`src/rtl/csl_pkg.sv`:
```
// package for the c subset lexer: token kinds, recogniser state codes and tables
// used by the lexer core and its step logic; no dependencies
package csl_pkg;

    localparam int POS_BITS_DEF = 16;
    localparam int LEN_BITS     = 16;
    localparam int KIND_BITS    = 6;
    localparam int REC_BITS     = 7;

    localparam logic [KIND_BITS-1:0] NO_KIND = 6'd63;
    localparam logic [KIND_BITS-1:0] K_EQEQ  = 6'd17;
    localparam logic [KIND_BITS-1:0] K_NEQ   = 6'd18;
    localparam logic [KIND_BITS-1:0] K_KW0   = 6'd25;
    localparam logic [KIND_BITS-1:0] K_IDENT = 6'd38;
    localparam logic [KIND_BITS-1:0] K_INT   = 6'd39;

    localparam logic [REC_BITS-1:0] S_START = 7'd0;
    localparam logic [REC_BITS-1:0] S_DEAD  = 7'd1;
    localparam logic [REC_BITS-1:0] S_IDENT = 7'd2;
    localparam logic [REC_BITS-1:0] S_INT   = 7'd3;
    localparam logic [REC_BITS-1:0] S_AMP   = 7'd4;
    localparam logic [REC_BITS-1:0] S_AMP2  = 7'd5;
    localparam logic [REC_BITS-1:0] S_BAR   = 7'd6;
    localparam logic [REC_BITS-1:0] S_BAR2  = 7'd7;
    localparam logic [REC_BITS-1:0] S_LT    = 7'd8;
    localparam logic [REC_BITS-1:0] S_LE    = 7'd9;
    localparam logic [REC_BITS-1:0] S_GT    = 7'd10;
    localparam logic [REC_BITS-1:0] S_GE    = 7'd11;
    localparam logic [REC_BITS-1:0] S_EQ    = 7'd12;
    localparam logic [REC_BITS-1:0] S_KW    = 7'd16;
    localparam int N_KW = 10;

    // one token slot
    typedef struct packed {
        logic                  valid;
        logic [KIND_BITS-1:0]  kind;
        logic [31:0]           start;
        logic [LEN_BITS-1:0]   len;
    } tok_t;

    function automatic logic [63:0] kw_text(input int k);
        case (k)
            0: kw_text = "int";
            1: kw_text = "struct";
            2: kw_text = "return";
            3: kw_text = "if";
            4: kw_text = "for";
            5: kw_text = "while";
            6: kw_text = "do";
            7: kw_text = "break";
            8: kw_text = "continue";
            default: kw_text = "else";
        endcase
    endfunction

    function automatic logic [3:0] kw_len(input int k);
        case (k)
            0: kw_len = 4'd3;
            1: kw_len = 4'd6;
            2: kw_len = 4'd6;
            3: kw_len = 4'd2;
            4: kw_len = 4'd3;
            5: kw_len = 4'd5;
            6: kw_len = 4'd2;
            7: kw_len = 4'd5;
            8: kw_len = 4'd8;
            default: kw_len = 4'd4;
        endcase
    endfunction

    // character i (from 0) of keyword k
    function automatic logic [7:0] kw_char(input int k, input int i);
        logic [63:0] t;
        logic [3:0]  n;
        t = kw_text(k);
        n = kw_len(k);
        if (i >= int'(n))
            kw_char = 8'd0;
        else
            kw_char = t[8*(int'(n)-1-i) +: 8];
    endfunction

    function automatic logic is_letter(input logic [7:0] c);
        is_letter = (c >= "a" && c <= "z") || (c >= "A" && c <= "Z");
    endfunction

    function automatic logic is_digit(input logic [7:0] c);
        is_digit = c >= "0" && c <= "9";
    endfunction

    function automatic logic is_wordc(input logic [7:0] c);
        is_wordc = is_letter(c) || is_digit(c) || c == "_";
    endfunction

    function automatic logic [KIND_BITS-1:0] single_kind(input logic [7:0] c);
        case (c)
            "{": single_kind = 6'd0;
            "}": single_kind = 6'd1;
            "(": single_kind = 6'd2;
            "[": single_kind = 6'd3;
            ")": single_kind = 6'd4;
            "]": single_kind = 6'd5;
            ";": single_kind = 6'd6;
            "-": single_kind = 6'd7;
            "+": single_kind = 6'd8;
            "*": single_kind = 6'd9;
            "%": single_kind = 6'd10;
            "/": single_kind = 6'd11;
            "~": single_kind = 6'd12;
            "!": single_kind = 6'd24;
            ":": single_kind = 6'd35;
            ",": single_kind = 6'd36;
            "?": single_kind = 6'd37;
            default: single_kind = NO_KIND;
        endcase
    endfunction

    function automatic logic [REC_BITS-1:0] rec_next(input logic [REC_BITS-1:0] s,
                                                      input logic [7:0] c);
        logic [REC_BITS-1:0] r;
        logic                found;
        int                  k;
        int                  len;
        int                  i;
        logic                pre;
        r = S_DEAD;
        found = 1'b0;
        if (s == S_START) begin
            if (is_letter(c)) begin
                r = S_IDENT;
                for (int kk = 0; kk < N_KW; kk++) begin
                    if (!found && kw_char(kk, 0) == c) begin
                        r = REC_BITS'(int'(S_KW) + kk * 8);
                        found = 1'b1;
                    end
                end
            end else if (is_digit(c)) r = S_INT;
            else if (c == "&") r = S_AMP;
            else if (c == "|") r = S_BAR;
            else if (c == "<") r = S_LT;
            else if (c == ">") r = S_GT;
            else if (c == "=") r = S_EQ;
        end else if (s >= S_KW && s < REC_BITS'(int'(S_KW) + N_KW * 8)) begin
            k = int'(s - S_KW) / 8;
            len = int'(s - S_KW) % 8 + 1;
            r = is_wordc(c) ? S_IDENT : S_DEAD;
            for (int kk = 0; kk < N_KW; kk++) begin
                pre = 1'b1;
                for (i = 0; i < 8; i++)
                    if (i < len && kw_char(kk, i) != kw_char(k, i)) pre = 1'b0;
                if (!found && int'(kw_len(kk)) > len && pre && kw_char(kk, len) == c) begin
                    r = REC_BITS'(int'(S_KW) + kk * 8 + len);
                    found = 1'b1;
                end
            end
        end else begin
            case (s)
                S_IDENT: r = is_wordc(c) ? S_IDENT : S_DEAD;
                S_INT:   r = is_digit(c) ? S_INT : S_DEAD;
                S_AMP:   r = (c == "&") ? S_AMP2 : S_DEAD;
                S_BAR:   r = (c == "|") ? S_BAR2 : S_DEAD;
                S_LT:    r = (c == "=") ? S_LE : S_DEAD;
                S_GT:    r = (c == "=") ? S_GE : S_DEAD;
                default: r = S_DEAD;
            endcase
        end
        rec_next = r;
    endfunction

    function automatic logic [KIND_BITS-1:0] rec_kind(input logic [REC_BITS-1:0] s);
        int k;
        int len;
        if (s >= S_KW && s < REC_BITS'(int'(S_KW) + N_KW * 8)) begin
            k = int'(s - S_KW) / 8;
            len = int'(s - S_KW) % 8 + 1;
            rec_kind = (len == int'(kw_len(k))) ? KIND_BITS'(int'(K_KW0) + k) : K_IDENT;
        end else begin
            case (s)
                S_IDENT: rec_kind = K_IDENT;
                S_INT:   rec_kind = K_INT;
                S_AMP:   rec_kind = 6'd15;
                S_AMP2:  rec_kind = 6'd13;
                S_BAR:   rec_kind = 6'd16;
                S_BAR2:  rec_kind = 6'd14;
                S_LT:    rec_kind = 6'd20;
                S_LE:    rec_kind = 6'd19;
                S_GT:    rec_kind = 6'd22;
                S_GE:    rec_kind = 6'd21;
                S_EQ:    rec_kind = 6'd23;
                default: rec_kind = NO_KIND;
            endcase
        end
    endfunction

endpackage

```
`src/rtl/csl_out_queue.sv`:
```
// output queue: holds up to four tokens from one step and sends them one a cycle while m_tready is high
// depends on csl_pkg
module csl_out_queue
    import csl_pkg::*;
(
    input  logic       clk,
    input  logic       rst_n,
    input  logic       load,
    input  tok_t       tok [4],
    input  logic       clip_in,
    output logic       busy,
    output logic       m_tvalid,
    input  logic       m_tready,
    output logic [KIND_BITS+16+LEN_BITS-1:0] m_payload,
    output logic       m_last,
    output logic       m_clip
);

    tok_t       slot_reg [4];
    logic [3:0] pend_reg;
    logic       clip_reg;
    logic [1:0] idx;
    logic [3:0] rest;
    logic [15:0] st;

    always_comb
    begin
        idx = 2'd0;
        for (int i = 3; i >= 0; i--)
            if (pend_reg[i]) idx = 2'(i);
        rest = pend_reg;
        rest[idx] = 1'b0;
        st = (slot_reg[idx].start > 32'hFFFF) ? 16'hFFFF : slot_reg[idx].start[15:0];
    end

    assign m_tvalid = |pend_reg;
    assign busy = m_tvalid && !(m_tready && rest == 4'd0);
    assign m_last = rest == 4'd0;
    assign m_clip = clip_reg || (slot_reg[idx].start > 32'hFFFF);
    assign m_payload = {slot_reg[idx].len, st, slot_reg[idx].kind};

    always_ff @(posedge clk or negedge rst_n)
    begin
        if (!rst_n)
            pend_reg <= '0;
        else if (load)
        begin
            for (int i = 0; i < 4; i++)
                pend_reg[i] <= tok[i].valid;
        end
        else if (m_tvalid && m_tready)
            pend_reg <= rest;
    end

    always_ff @(posedge clk)
    begin
        if (load)
        begin
            for (int i = 0; i < 4; i++)
                slot_reg[i] <= tok[i];
            clip_reg <= clip_in;
        end
    end

endmodule

```
`config.mk`:
```
export PLATFORM = sky130hd
export DESIGN_NAME = csl_out_queue
export DESIGN_NICKNAME = d
export VERILOG_FILES = /design/src/rtl/csl_pkg.sv /design/src/rtl/csl_out_queue.sv
export SDC_FILE = /design/constraint.sdc
export NUM_CORES = 1
export LEC_CHECK = 0
export BUFFER_PORTS_ARGS = -buffer_cell sky130_fd_sc_hd__buf_4
export CORE_MARGIN = 10
export CORE_UTILIZATION = 50
export CTS_BUF_LIST = sky130_fd_sc_hd__clkbuf_4
export DETAILED_ROUTE_END_ITERATION = 7
export MAX_ROUTING_LAYER = met4
export PLACE_DENSITY = 0.78
export SLEW_MARGIN = 25
export SYNTH_ARGS = -nofsm -noshare
export SYNTH_HDL_FRONTEND = slang
export SYNTH_SLANG_ARGS = --single-unit
```
`constraint.sdc`:
```
create_clock -name clk -period 3.6 [get_ports clk]
set_clock_uncertainty 0.2 [all_clocks]
set_input_delay 0.72 -clock clk [delete_from_list [all_inputs] [get_ports clk]]
set_output_delay 0.72 -clock clk [all_outputs]
set_load 0.05 [all_outputs]
```
==> metrics.md, run 1 <==
| Metric | Value |
|---|---|
| Register area share after synthesis | `75.4%` |
| Met3 usage | `under 10%` |
| Top Family by Delay on Critical Path | `buffers and inverters` |
| Outcome | `complete, but fails checks` |
| # port buffers | `266` |
| Routed length per instance | `27.1 um` |
| Core area | `0.0172 mm2` |
| Number of top-level pins | `267` |
| Die H | `152 um` |
| Total iterations of the first detailed-routing run | `6` |
| Detailed placement HPWL | `about 17,000 um` |
| Nets | `1,251` |
| Crit path capture type | `output pin` |
| # clock sinks | `221` |
| Worst vdd ir | `0.000383 V` |
| Syn. warnings | `0` |
| Initial drt markers | `roughly 610` |
| Worst hold path type | `input port to register` |
| Top cell type's share of synthesized area | `74.3%` |
| Area leader, netlist | `edfxtp_1` |
| Tightest Pin Transition | `0.754 ns` |
| Largest cells by area after synthesis | `edfxtp_1, mux4_2, mux2i_1` |
| Pleak | `5.68 nW` |
| Peak Freq | `252 MHz` |
| Busiest grt layer | `met2` |
| Hold Slack | `about 0.029 ns` |
| FF+latch count, synth | `221` |
| CP peak stage delay | `0.45 ns` |
| Max_cap viols | `0` |
| TritonCTS clock tree | `built` |
| Drt total wl | `35,400 um` |
| Gate Count Post-Synth | `509` |
| Max clock buf depth | `3` |
| FILL cells | `approximately 710` |
| Initial antenna violation count | `8` |
| Critical Path RT | `between 2 and 3 ns` |
| Crit-path max FO | `25` |
| Total global-route track usage | `28.0%` |
| Finish-stage setup viols | `33` |
| Commonest non-fill, non-tap cells in the layout | `buf_4, edfxtp_1, dlygate4sd3_1, clkbuf_4, buf_6` |
| Clock Tree Root | `clkbuf_4` |
| Mapped Avg Cell Area | `17.2 um2` |
| Num CTS Buffers | `56` |
| RSZ-0062 raised after global routing | `true` |
| Synth-to-Final Area Change | `66.2%` |
| GPL Wtd Cong | `0.892` |
| Placed Instances | `988` |
| Fin cells | `1,307` |
| Kind of critical path | `register to output pin` |
| Largest net degree at the start of global routing | `89` |
| Row count | `48` |
| Htree depth | `2` |
| Clk slew on worst S/H paths | `about 0.080 ns` |
| Crit path DAT | `3.05 ns` |
| DRC Markers | `0` |
| Vias in the first global route | `8,071` |
| Met2 Use GR | `between 40% and 50%` |
| Vias per cell | `5.75` |
| Routed via count | `7,516` |
| Top FF cell, synth | `edfxtp_1` |
| Met1 Track Usage GR | `between 20 and 30%` |
| Post-synth EDFFs | `217` |
| Minimum clock period | `3.97 ns` |
| Largest register FFs | `216` |
| Final setup margin | `-0.367 ns` |
| Pwr Density | `471 mW/mm2` |
| Starting Density | `50.9%` |
| Clk_lat worst skew | `0.67 ns` |
| Most used cell, CP | `buf_4` |
| FFs w/ async S/R, synth | `roughly 1.8%` |
| Commonest non-fill, non-tap cell in the layout | `buf_4` |
| Yosys cell types | `50` |
| Slew margin rel. | `49.7%` |
| Final Hold Viols | `0` |
| Post-place setup slack | `0.263 ns` |
| Die width | `152 um` |
| Worst Path Buf+Inv | `5` |
| Critical path cell sequence | `buf_2, buf_8, a31oi_2, o211ai_1, a2111oi_4, buf_4, buf_4, nand4_1, buf_6` |
| Layout Utilization | `84.5%` |
| First-pass GRT wire length | `48,400 um` |
| Layout cells sized above 1 | `45.3%` |
| Die area | `0.0232 mm2` |
| Grt ovf | `0` |
| Net Count, Synth | `734` |
| Slowest-stage cell, CP | `dfrtp_2` |
| TNS Setup | `-4.89 ns` |
| Synthesized area | `0.00877 mm2` |
| Startpoint types | `register` |
| Failing checks | `negative setup slack` |
| Antenna-violating nets left | `0` |
| Fin. max-slew vios | `0` |
| Tcrit/Tclk final | `110%` |
==> worst reg2reg max path, cell delays in order, from the launching register on <==
cell and delay [ns]:
dfrtp_2 0.45, or3_4 0.42, o21ai_0 0.15, o21ai_0 0.10
==> metal layers <==
metal | wire [um] | up-vias
met1 | 11400 | 3637
met2 | 19000 | 594
met3 | 2690 | 151
met4 | 2250 | 0
li1 | - | 3134
met5 | 0 | -
==> synth_stat cells, drive strengths merged, types with 3 or more instances <==
cell type	count
a21oi	8
nor3b	4
nor2b	4
buf	14
a2bb2oi	25
mux4	15
mux2i	24
dfrtp	4
clkbuf	16
o211ai	3
inv	24
nor4	6
o21ai	31
nor2	9
o21a	24
nand3	25
nand4	16
edfxtp	217
and2	3
nand2	8
==> what timing repair did <==
| item | CTS | global route |
|---|---|---|
| buffers inserted | 18 | 1 |
| resized for setup | 86 | 85 |
| pin swaps | 5 | 2 |
| cloned | 8 | 0 |
| setup endpoints to repair | 39 | 39 |
| hold buffers | 155 | 23 |
| endpoints found under the hold margin | 158 | 23 |
==> worst paths after layout <==
| kind | startpoint | endpoint | slack [ns] | cells past startpoint |
|---|---|---|---|---|
| worst min-delay path | tok[96] | slot_reg[2][41]$_DFFE_PP_ | 0.03 | 1 |
| max in group asynchronous | rst_n | pend_reg[0]$_DFFE_PN0P_ | 2.85 | 2 |
| worst min register to register | pend_reg[0]$_DFFE_PN0P_ | pend_reg[3]$_DFFE_PN0P_ | 0.63 | 3 |
| min in group asynchronous | rst_n | pend_reg[2]$_DFFE_PN0P_ | 0.21 | 2 |
| worst max-delay path | pend_reg[2]$_DFFE_PN0P_ | m_payload[21] | -0.37 | 9 |
| worst max register to register | pend_reg[1]$_DFFE_PN0P_ | pend_reg[3]$_DFFE_PN0P_ | 2.15 | 3 |
==> area by class of cell <==
cell class	instances	area (um2)	share of cell area [%]
multi-input cells	234	2390	16.4
repair buffers	489	4460	30.6
diodes	10	25.0	0.172
inverters	24	93.8	0.644
flip-flops and latches	221	6620	45.4
well taps	225	282	1.93
clock inverters	26	111	0.764
clock buffers	78	586	4.02
==> where the power goes <==
group          switching, mW  internal, mW
Sequential             0.117          3.06
Combinational          0.782         0.765
Clock                   1.13          1.01
Total                   2.03          4.84
==> metrics by stage <==
step	cell area, um2	total power [mW]
3_3_place_gp	11100	4.18
5_1_grt	14600	7.07
6_report	14600	6.87
2_1_floorplan	8770	3.74
4_1_cts	14000	6.54
3_5_place_dp	11100	4.21
==> cell families (layout without fill, tap and decap cells) <==
family | after synthesis | after routing | synth area share [%]
other | 0 | 10 | 0
AOI/OAI and AO/OA | 108 | 108 | 9.07
DFF | 221 | 221 | 75.4
muxes | 39 | 39 | 6.59
and+or+nand+nor | 87 | 87 | 5.96
buffers and inverters | 54 | 617 | 2.92
No activity file was read; power rests on OpenSTA's default activity.
==> run 2: changes to the inputs <==
--- a/config.mk
+++ b/config.mk
@@ -6,12 +6,14 @@
 export NUM_CORES = 1
 export LEC_CHECK = 0
 export BUFFER_PORTS_ARGS = -buffer_cell sky130_fd_sc_hd__buf_4
+export CELL_PAD_IN_SITES_DETAIL_PLACEMENT = 1
+export CELL_PAD_IN_SITES_GLOBAL_PLACEMENT = 1
 export CORE_MARGIN = 10
-export CORE_UTILIZATION = 50
+export CORE_UTILIZATION = 43
 export CTS_BUF_LIST = sky130_fd_sc_hd__clkbuf_4
 export DETAILED_ROUTE_END_ITERATION = 7
 export MAX_ROUTING_LAYER = met4
-export PLACE_DENSITY = 0.78
+export PLACE_DENSITY_LB_ADDON = 0.1
 export SLEW_MARGIN = 25
 export SYNTH_ARGS = -nofsm -noshare
 export SYNTH_HDL_FRONTEND = slang
==> run 2 against run 1 <==
  * Die area rose by 14%
  * Via count fell by 1.2%
  * The flow still finishes with violations (negative setup slack)
  * Register-to-register slack got worse by 0.27 ns
  * Critical endpoint is now m_payload[23]
  * First-iteration DRC count fell by 2.5%
  * Cell area fell by 2.6%
  * Sequential share of layout area rose by 1.2 points
  * Largest cell class unchanged
  * Final cell count rose by 2.7%
  * Combinational power fell by 8%
  * Critical path depth did not move
  * Sequential power barely moved
==> metrics.md, run 2 (synthesized netlist as in run 1, its figures left out) <==
| Metric | Value |
|---|---|
| Critical path cell sequence | `buf_4, nor2b_2, o21ai_4, buf_4, buf_12, mux2i_2, o21a_1, o21ai_0, buf_4` |
| Final Hold Viols | `0` |
| Vias per cell | `5.54` |
| Commonest non-fill, non-tap cells in the layout | `buf_4, edfxtp_1, dlygate4sd3_1, clkbuf_4, o21ai_0` |
| Slew margin rel. | `60.8%` |
| Clk_lat worst skew | `between 0.6 and 0.7 ns` |
| Routed length per instance | `29.7 um` |
| Number of top-level pins | `267` |
| Post-place setup slack | `0.174 ns` |
| Startpoint types | `register` |
| # clock sinks | `221` |
| Clock Power Share | `33.3%` |
| Fin cells | `1,342` |
| TNS Setup | `-10.76 ns` |
| Crit path DAT | `roughly 3.1 ns` |
| Largest net degree at the start of global routing | `66` |
| Fin. max-slew vios | `0` |
| Detailed placement HPWL | `18,000 um` |
| Seq pwr share | `46.0%` |
| Drt total wl | `39,900 um` |
| Max_cap viols | `0` |
| Routed via count | `7,429` |
| Die width | `163 um` |
| Worst vdd ir | `0.000326 V` |
| Placed Instances | `1,034` |
| First-pass GRT wire length | `53,100 um` |
| Minimum clock period | `4.02 ns` |
| Worst hold path type | `input port to register` |
| Peak Freq | `249 MHz` |
| Grt ovf | `0` |
| Starting Density | `43.5%` |
| Synth-to-Final Area Change | `61.9%` |
| Num CTS Buffers | `slightly below 60` |
| Total global-route track usage | `about 28%` |
| Total iterations of the first detailed-routing run | `5` |
| RSZ-0062 raised after global routing | `true` |
| Kind of critical path | `register to output pin` |
| Initial antenna violation count | `8` |
| Pwr Density | `around 480 mW/mm2` |
| Combinational power share | `20.7%` |
| Die H | `approximately 160 um` |
| Outcome | `complete, but fails checks` |
| CP peak stage delay | `approximately 0.45 ns` |
| GPL Wtd Cong | `0.813` |
| Nets | `1,246` |
| Core area | `0.0202 mm2` |
| Crit path capture type | `output pin` |
| Max clock buf depth | `3` |
| TritonCTS clock tree | `built` |
| Layout cells sized above 1 | `a little over two fifths` |
| Largest register FFs | `around 220` |
| Finish-stage setup viols | `39` |
| Final setup margin | `-0.420 ns` |
| Initial drt markers | `591` |
| Sw Share | `between 30% and 40%` |
| Pint | `4.78 mW` |
| Critical Path RT | `around 2.7 ns` |
| Layout Utilization | `about 70%` |
| Commonest non-fill, non-tap cell in the layout | `buf_4` |
| Tcrit/Tclk final | `112%` |
| Slowest-stage cell, CP | `dfrtp_2` |
| Clock Tree Root | `clkbuf_4` |
| Vias in the first global route | `8,231` |
| Failing checks | `negative setup slack` |
| Pleak | `5.59 nW` |
| DRC Markers | `0` |
| # port buffers | `266` |
| Tightest Pin Transition | `around 0.59 ns` |
| Antenna-violating nets left | `0` |
| Crit-path max FO | `13` |
| Row count | `52` |
| Die area | `0.0265 mm2` |
| Htree depth | `2` |
| Most used cell, CP | `buf_4` |
| Sw Pwr | `2.10 mW` |
| Clk slew on worst S/H paths | `0.08 ns` |
==> run 2: changes by cell type in the layout (fill, tap and decap cells not counted), sizes merged <==
| cell | previous run | this run |
|---|---|---|
| inv | 23 | 25 |
| clkbuf | 79 | 85 |
| dlygate4sd3 | 178 | 172 |
| clkinv | 24 | 15 |
| diode | 10 | 11 |
| buf | 310 | 308 |
| clkinvlp | 3 | 0 |
| bufbuf | 0 | 1 |
==> run 2: worst max-delay path, delay by kind of cell (launching register included) <==
family | cells | cell delay, ns
buffers and inverters | 4 | 0.79
AOI/OAI and AO/OA | 3 | 0.72
DFF | 1 | 0.45
and+or+nand+nor | 1 | 0.29
muxes | 1 | 0.18
==> run 2: final timing paths <==
| kind | start | end | slack (ns) | cells past startpoint |
|---|---|---|---|---|
| setup reg to reg | pend_reg[2]$_DFFE_PN0P_ | pend_reg[3]$_DFFE_PN0P_ | 1.88 | 5 |
| max in group asynchronous | rst_n | pend_reg[3]$_DFFE_PN0P_ | 2.83 | 2 |
| setup / recovery | pend_reg[2]$_DFFE_PN0P_ | m_payload[23] | -0.42 | 9 |
| hold / removal | tok[127] | slot_reg[1][17]$_DFFE_PP_ | 0.06 | 1 |
| min in group asynchronous | rst_n | pend_reg[2]$_DFFE_PN0P_ | 0.25 | 2 |
| hold reg to reg | pend_reg[0]$_DFFE_PN0P_ | pend_reg[1]$_DFFE_PN0P_ | 0.58 | 2 |
==> run 2: power by group through the flow <==
stage	Clock (mW)	Combinational (mW)	Sequential, mW
after global routing	2.43	1.48	3.18
after detailed placement	0	1.05	3.18
after CTS	2.14	1.28	3.12
after global placement	0	1.02	3.16
final	2.29	1.42	3.17
after floorplan	0	0.591	3.14
==> run 2: cell type report <==
class,count,area (um2)
sequential,221,6620
fill,1825,5970
timing repair buffer,482,4300
multi-input combinational,234,2140
clock buffer,84,631
tap,270,338
inverter,24,90.1
clock inverter,16,61.3
antenna,11,27.5
==> run 2: through the flow <==
step	hold WS (ns)	power [mW]	area (um2)
after floorplan	0.224	3.74	8770
after global placement	0.319	4.19	11100
after detailed placement	0.326	4.22	11100
after CTS	0.00104	6.54	14000
after global routing	0.00793	7.08	14200
final	0.0552	6.87	14200
==> run 2: layer usage <==
layer / wire length [um] / global-route usage, % / vias to the layer above / share of wire (%)
met4: 1980 / 11.4 / 0 / 5.0
met5: 0 / - / - / 0
met1: 14000 / 29.4 / 3766 / 35
met2: 21200 / 49.1 / 441 / 53
met3: 2690 / 6.57 / 109 / 6.7
li1: - / - / 3113 / -
==> run 2: timing repair <==
action                                 in CTS  in global routing
pin swaps                                   8                  9
cloned                                      5                  0
endpoints found under the hold margin     175                  0
resized for setup                          54                 31
setup endpoints to repair                  39                 39
setup buffers                              14                  6
hold buffers                              172                  0
==> run 3: changes to the inputs <==
==> constraint.sdc (replaced) <==
create_clock -name clk -period 3.6 [get_ports clk]
set_clock_uncertainty 0.2 [all_clocks]
set_input_delay 0.54 -clock clk [delete_from_list [all_inputs] [get_ports clk]]
set_output_delay 0.54 -clock clk [all_outputs]
set_load 0.05 [all_outputs]
==> run 3 against run 2 <==
  * The run still ends with negative setup slack left
  * First-iteration DRC count up 59%
  * Sequential cell count unchanged
  * Via count grew 14%
  * Non-clock buffer count up 50
  * Critical path depth decreased by 1
  * Largest cell class unchanged
  * Count of clock-buffer cells in the layout increased by 11
  * Maximum frequency rose by 0.51%
  * Global-route usage grew 0.25 points
  * Power increased by 7.9%
  * Cell area increased by 3.9%
  * Core utilization increased by 2.8 points
==> metrics.md, run 3 (synthesized netlist as in run 1, its figures left out) <==
| Metric | Value |
|---|---|
| Outcome | `complete, but fails checks` |
| Failing checks | `negative setup slack` |
| DRC Markers | `0` |
| Detailed placement HPWL | `18,500 um` |
| Clk_lat worst skew | `0.73 ns` |
| Critical path launch point | `pend_reg[1]$_DFFE_PN0P_` |
| RSZ-0062 raised after global routing | `true` |
| Layout cells sized above 1 | `41.3%` |
| Commonest non-fill, non-tap cell in the layout | `buf_4` |
| Nets | `1,297` |
| Worst reg2reg setup slack | `1.70 ns` |
| Vias per cell | `6.00` |
| # port buffers | `around 270` |
| Pleak | `5.85 nW` |
| Crit-path max FO | `11` |
| Clock Tree Root | `clkbuf_4` |
| Slew margin rel. | `48.8%` |
| First-pass GRT wire length | `around 54,000 um` |
| Die H | `163 um` |
| Largest register FFs | `216` |
| Die width | `163 um` |
| Fin cells | `1,410` |
| Cell area after layout | `0.0148 mm2` |
| Num CTS Buffers | `between 50 and 60` |
| Critical Path End | `m_payload[33]` |
| Final Hold Viols | `0` |
| Hold Slack | `0.304 ns` |
| Total iterations of the first detailed-routing run | `5` |
| Final setup margin | `-0.400 ns` |
| Starting Density | `between 40% and 50%` |
| Tightest Pin Transition | `0.767 ns` |
| Kind of critical path | `register to output pin` |
| Critical Path RT | `around 2.9 ns` |
| Fin. max-slew vios | `0` |
| Sw Pwr | `2.43 mW` |
| Worst hold path type | `input port to register` |
| Seq pwr share | `a little over two fifths` |
| R2r endpoint | `pend_reg[0]$_DFFE_PN0P_` |
| Row count | `52` |
| Finish-stage setup viols | `39` |
| Worst vdd ir | `0.000368 V` |
| Minimum clock period | `4.00 ns` |
| R2R depth | `3` |
| Clk slew on worst S/H paths | `approximately 0.11 ns` |
| Total global-route track usage | `28.1%` |
| Drt total wl | `51,100 um` |
| Vias in the first global route | `8,647` |
| Synth-to-Final Area Change | `68.3%` |
| Die area | `0.0265 mm2` |
| Commonest non-fill, non-tap cells in the layout | `buf_4, dlygate4sd3_1, edfxtp_1, clkbuf_4, o21ai_0` |
| Crit path capture type | `output pin` |
| GPL Wtd Cong | `0.853` |
| Crit path DAT | `3.26 ns` |
| Reg2reg start | `pend_reg[0]$_DFFE_PN0P_` |
| Placed Instances | `1,032` |
| Grt ovf | `0` |
| Combinational power share | `20.6%` |
| Clock Power Share | `between 30% and 40%` |
| Pint | `4.99 mW` |
| Core area | `0.0202 mm2` |
| Peak Freq | `250 MHz` |
| Routed via count | `8,456` |
| TritonCTS clock tree | `built` |
| Htree depth | `2` |
| Initial drt markers | `938` |
| Largest net degree at the start of global routing | `82` |
| Antenna-violating nets left | `0` |
| Max clock buf depth | `3` |
| # clock sinks | `~220` |
| Tcrit/Tclk final | `111%` |
| Max_cap viols | `0` |
| Initial antenna violation count | `9` |
| Startpoint types | `register` |
| Post-place setup slack | `between 0.3 and 0.4 ns` |
| Sw Share | `between 30 and 40%` |
| Pwr Density | `503 mW/mm2` |
| Number of top-level pins | `267` |
| Post-Place Cell Area | `~0.011 mm2` |
| Routed length per instance | `36.2 um` |
-- run 3: cell count changes in the layout (fill, tap and decap cells not counted), sizes merged --
cell         previous run  this run
dlygate4sd3           172       225
clkbuf                 85        99
diode                  11        25
clkinv                 15         7
buf                   308       303
bufbuf                  1         0
bufinv                  0         1
-- run 3: power by group through the flow --
stage / sequential [mW] / clock, mW / combinational [mW]
floorplan: 3.14 / 0 / 0.591
global placement: 3.17 / 0 / 1.01
detailed placement: 3.19 / 0 / 1.03
CTS: 3.13 / 2.32 / 1.28
global route: 3.20 / 2.78 / 1.57
finish: 3.20 / 2.69 / 1.53
-- run 3: final cells by class --
cell class                      count  area (um2)
Inverter                           24        90.1
Tap cell                          270         338
Sequential cell                   221        6620
Timing Repair Buffer              532        4790
Clock buffer                       95         713
Antenna cell                       25        62.6
Clock inverter                      9        60.1
Multi-Input combinational cell    234        2090
Fill cell                        1803        5410
-- run 3: worst min path at each step --
stage                        from                   endpoint  depth (start not counted)
after global placement      rst_n    pend_reg[0]$_DFFE_PN0P_                          1
after CTS                    load  slot_reg[1][23]$_DFFE_PP_                          1
final                     tok[52]  slot_reg[3][52]$_DFFE_PP_                          2
after detailed placement    rst_n    pend_reg[1]$_DFFE_PN0P_                          1
after floorplan             rst_n    pend_reg[0]$_DFFE_PN0P_                          0
after global routing      tok[52]  slot_reg[3][52]$_DFFE_PP_                          2
-- run 3: stage by stage --
| stage | total power, mW | util, % | setup TNS [ns] |
|---|---|---|---|
| finish | 7.42 | 73.2 | -9.45 |
| global route | 7.55 | 73.2 | -11.37 |
| CTS | 6.73 | 71.3 | -1.18 |
| detailed placement | 4.22 | 55.1 | 0 |
| global placement | 4.18 | 55.1 | 0 |
| floorplan | 3.74 | - | 0 |
-- run 3: per-layer routing --
metal | share of wire, % | up-vias | global-route usage [%] | routed length (um)
li1 | - | 3231 | - | -
met1 | 33 | 4218 | 29.1 | 16600
met2 | 51 | 747 | 49.6 | 26100
met3 | 8.7 | 260 | 6.50 | 4420
met4 | 7.7 | 0 | 13.2 | 3910
met5 | 0 | - | - | 0
-- run 3: timing repair --
| action | 4_1_cts | 5_1_grt |
|---|---|---|
| hold buffers | 225 | 0 |
| setup endpoints to repair | 39 | 38 |
| gates cloned | 2 | 3 |
| setup buffers | 13 | 6 |
| pin swaps | 4 | 12 |
| hold endpoints to repair | 225 | 0 |
| gates resized for setup | 36 | 43 |
-- run 3: critical path: stages, from the launching register on --
cell and delay (ns):
dfrtp_2 0.50, buf_6 0.19, o21ai_4 0.28, buf_4 0.19, buf_8 0.21, mux2i_1 0.49
o21a_1 0.29, o21ai_0 0.13, buf_4 0.21
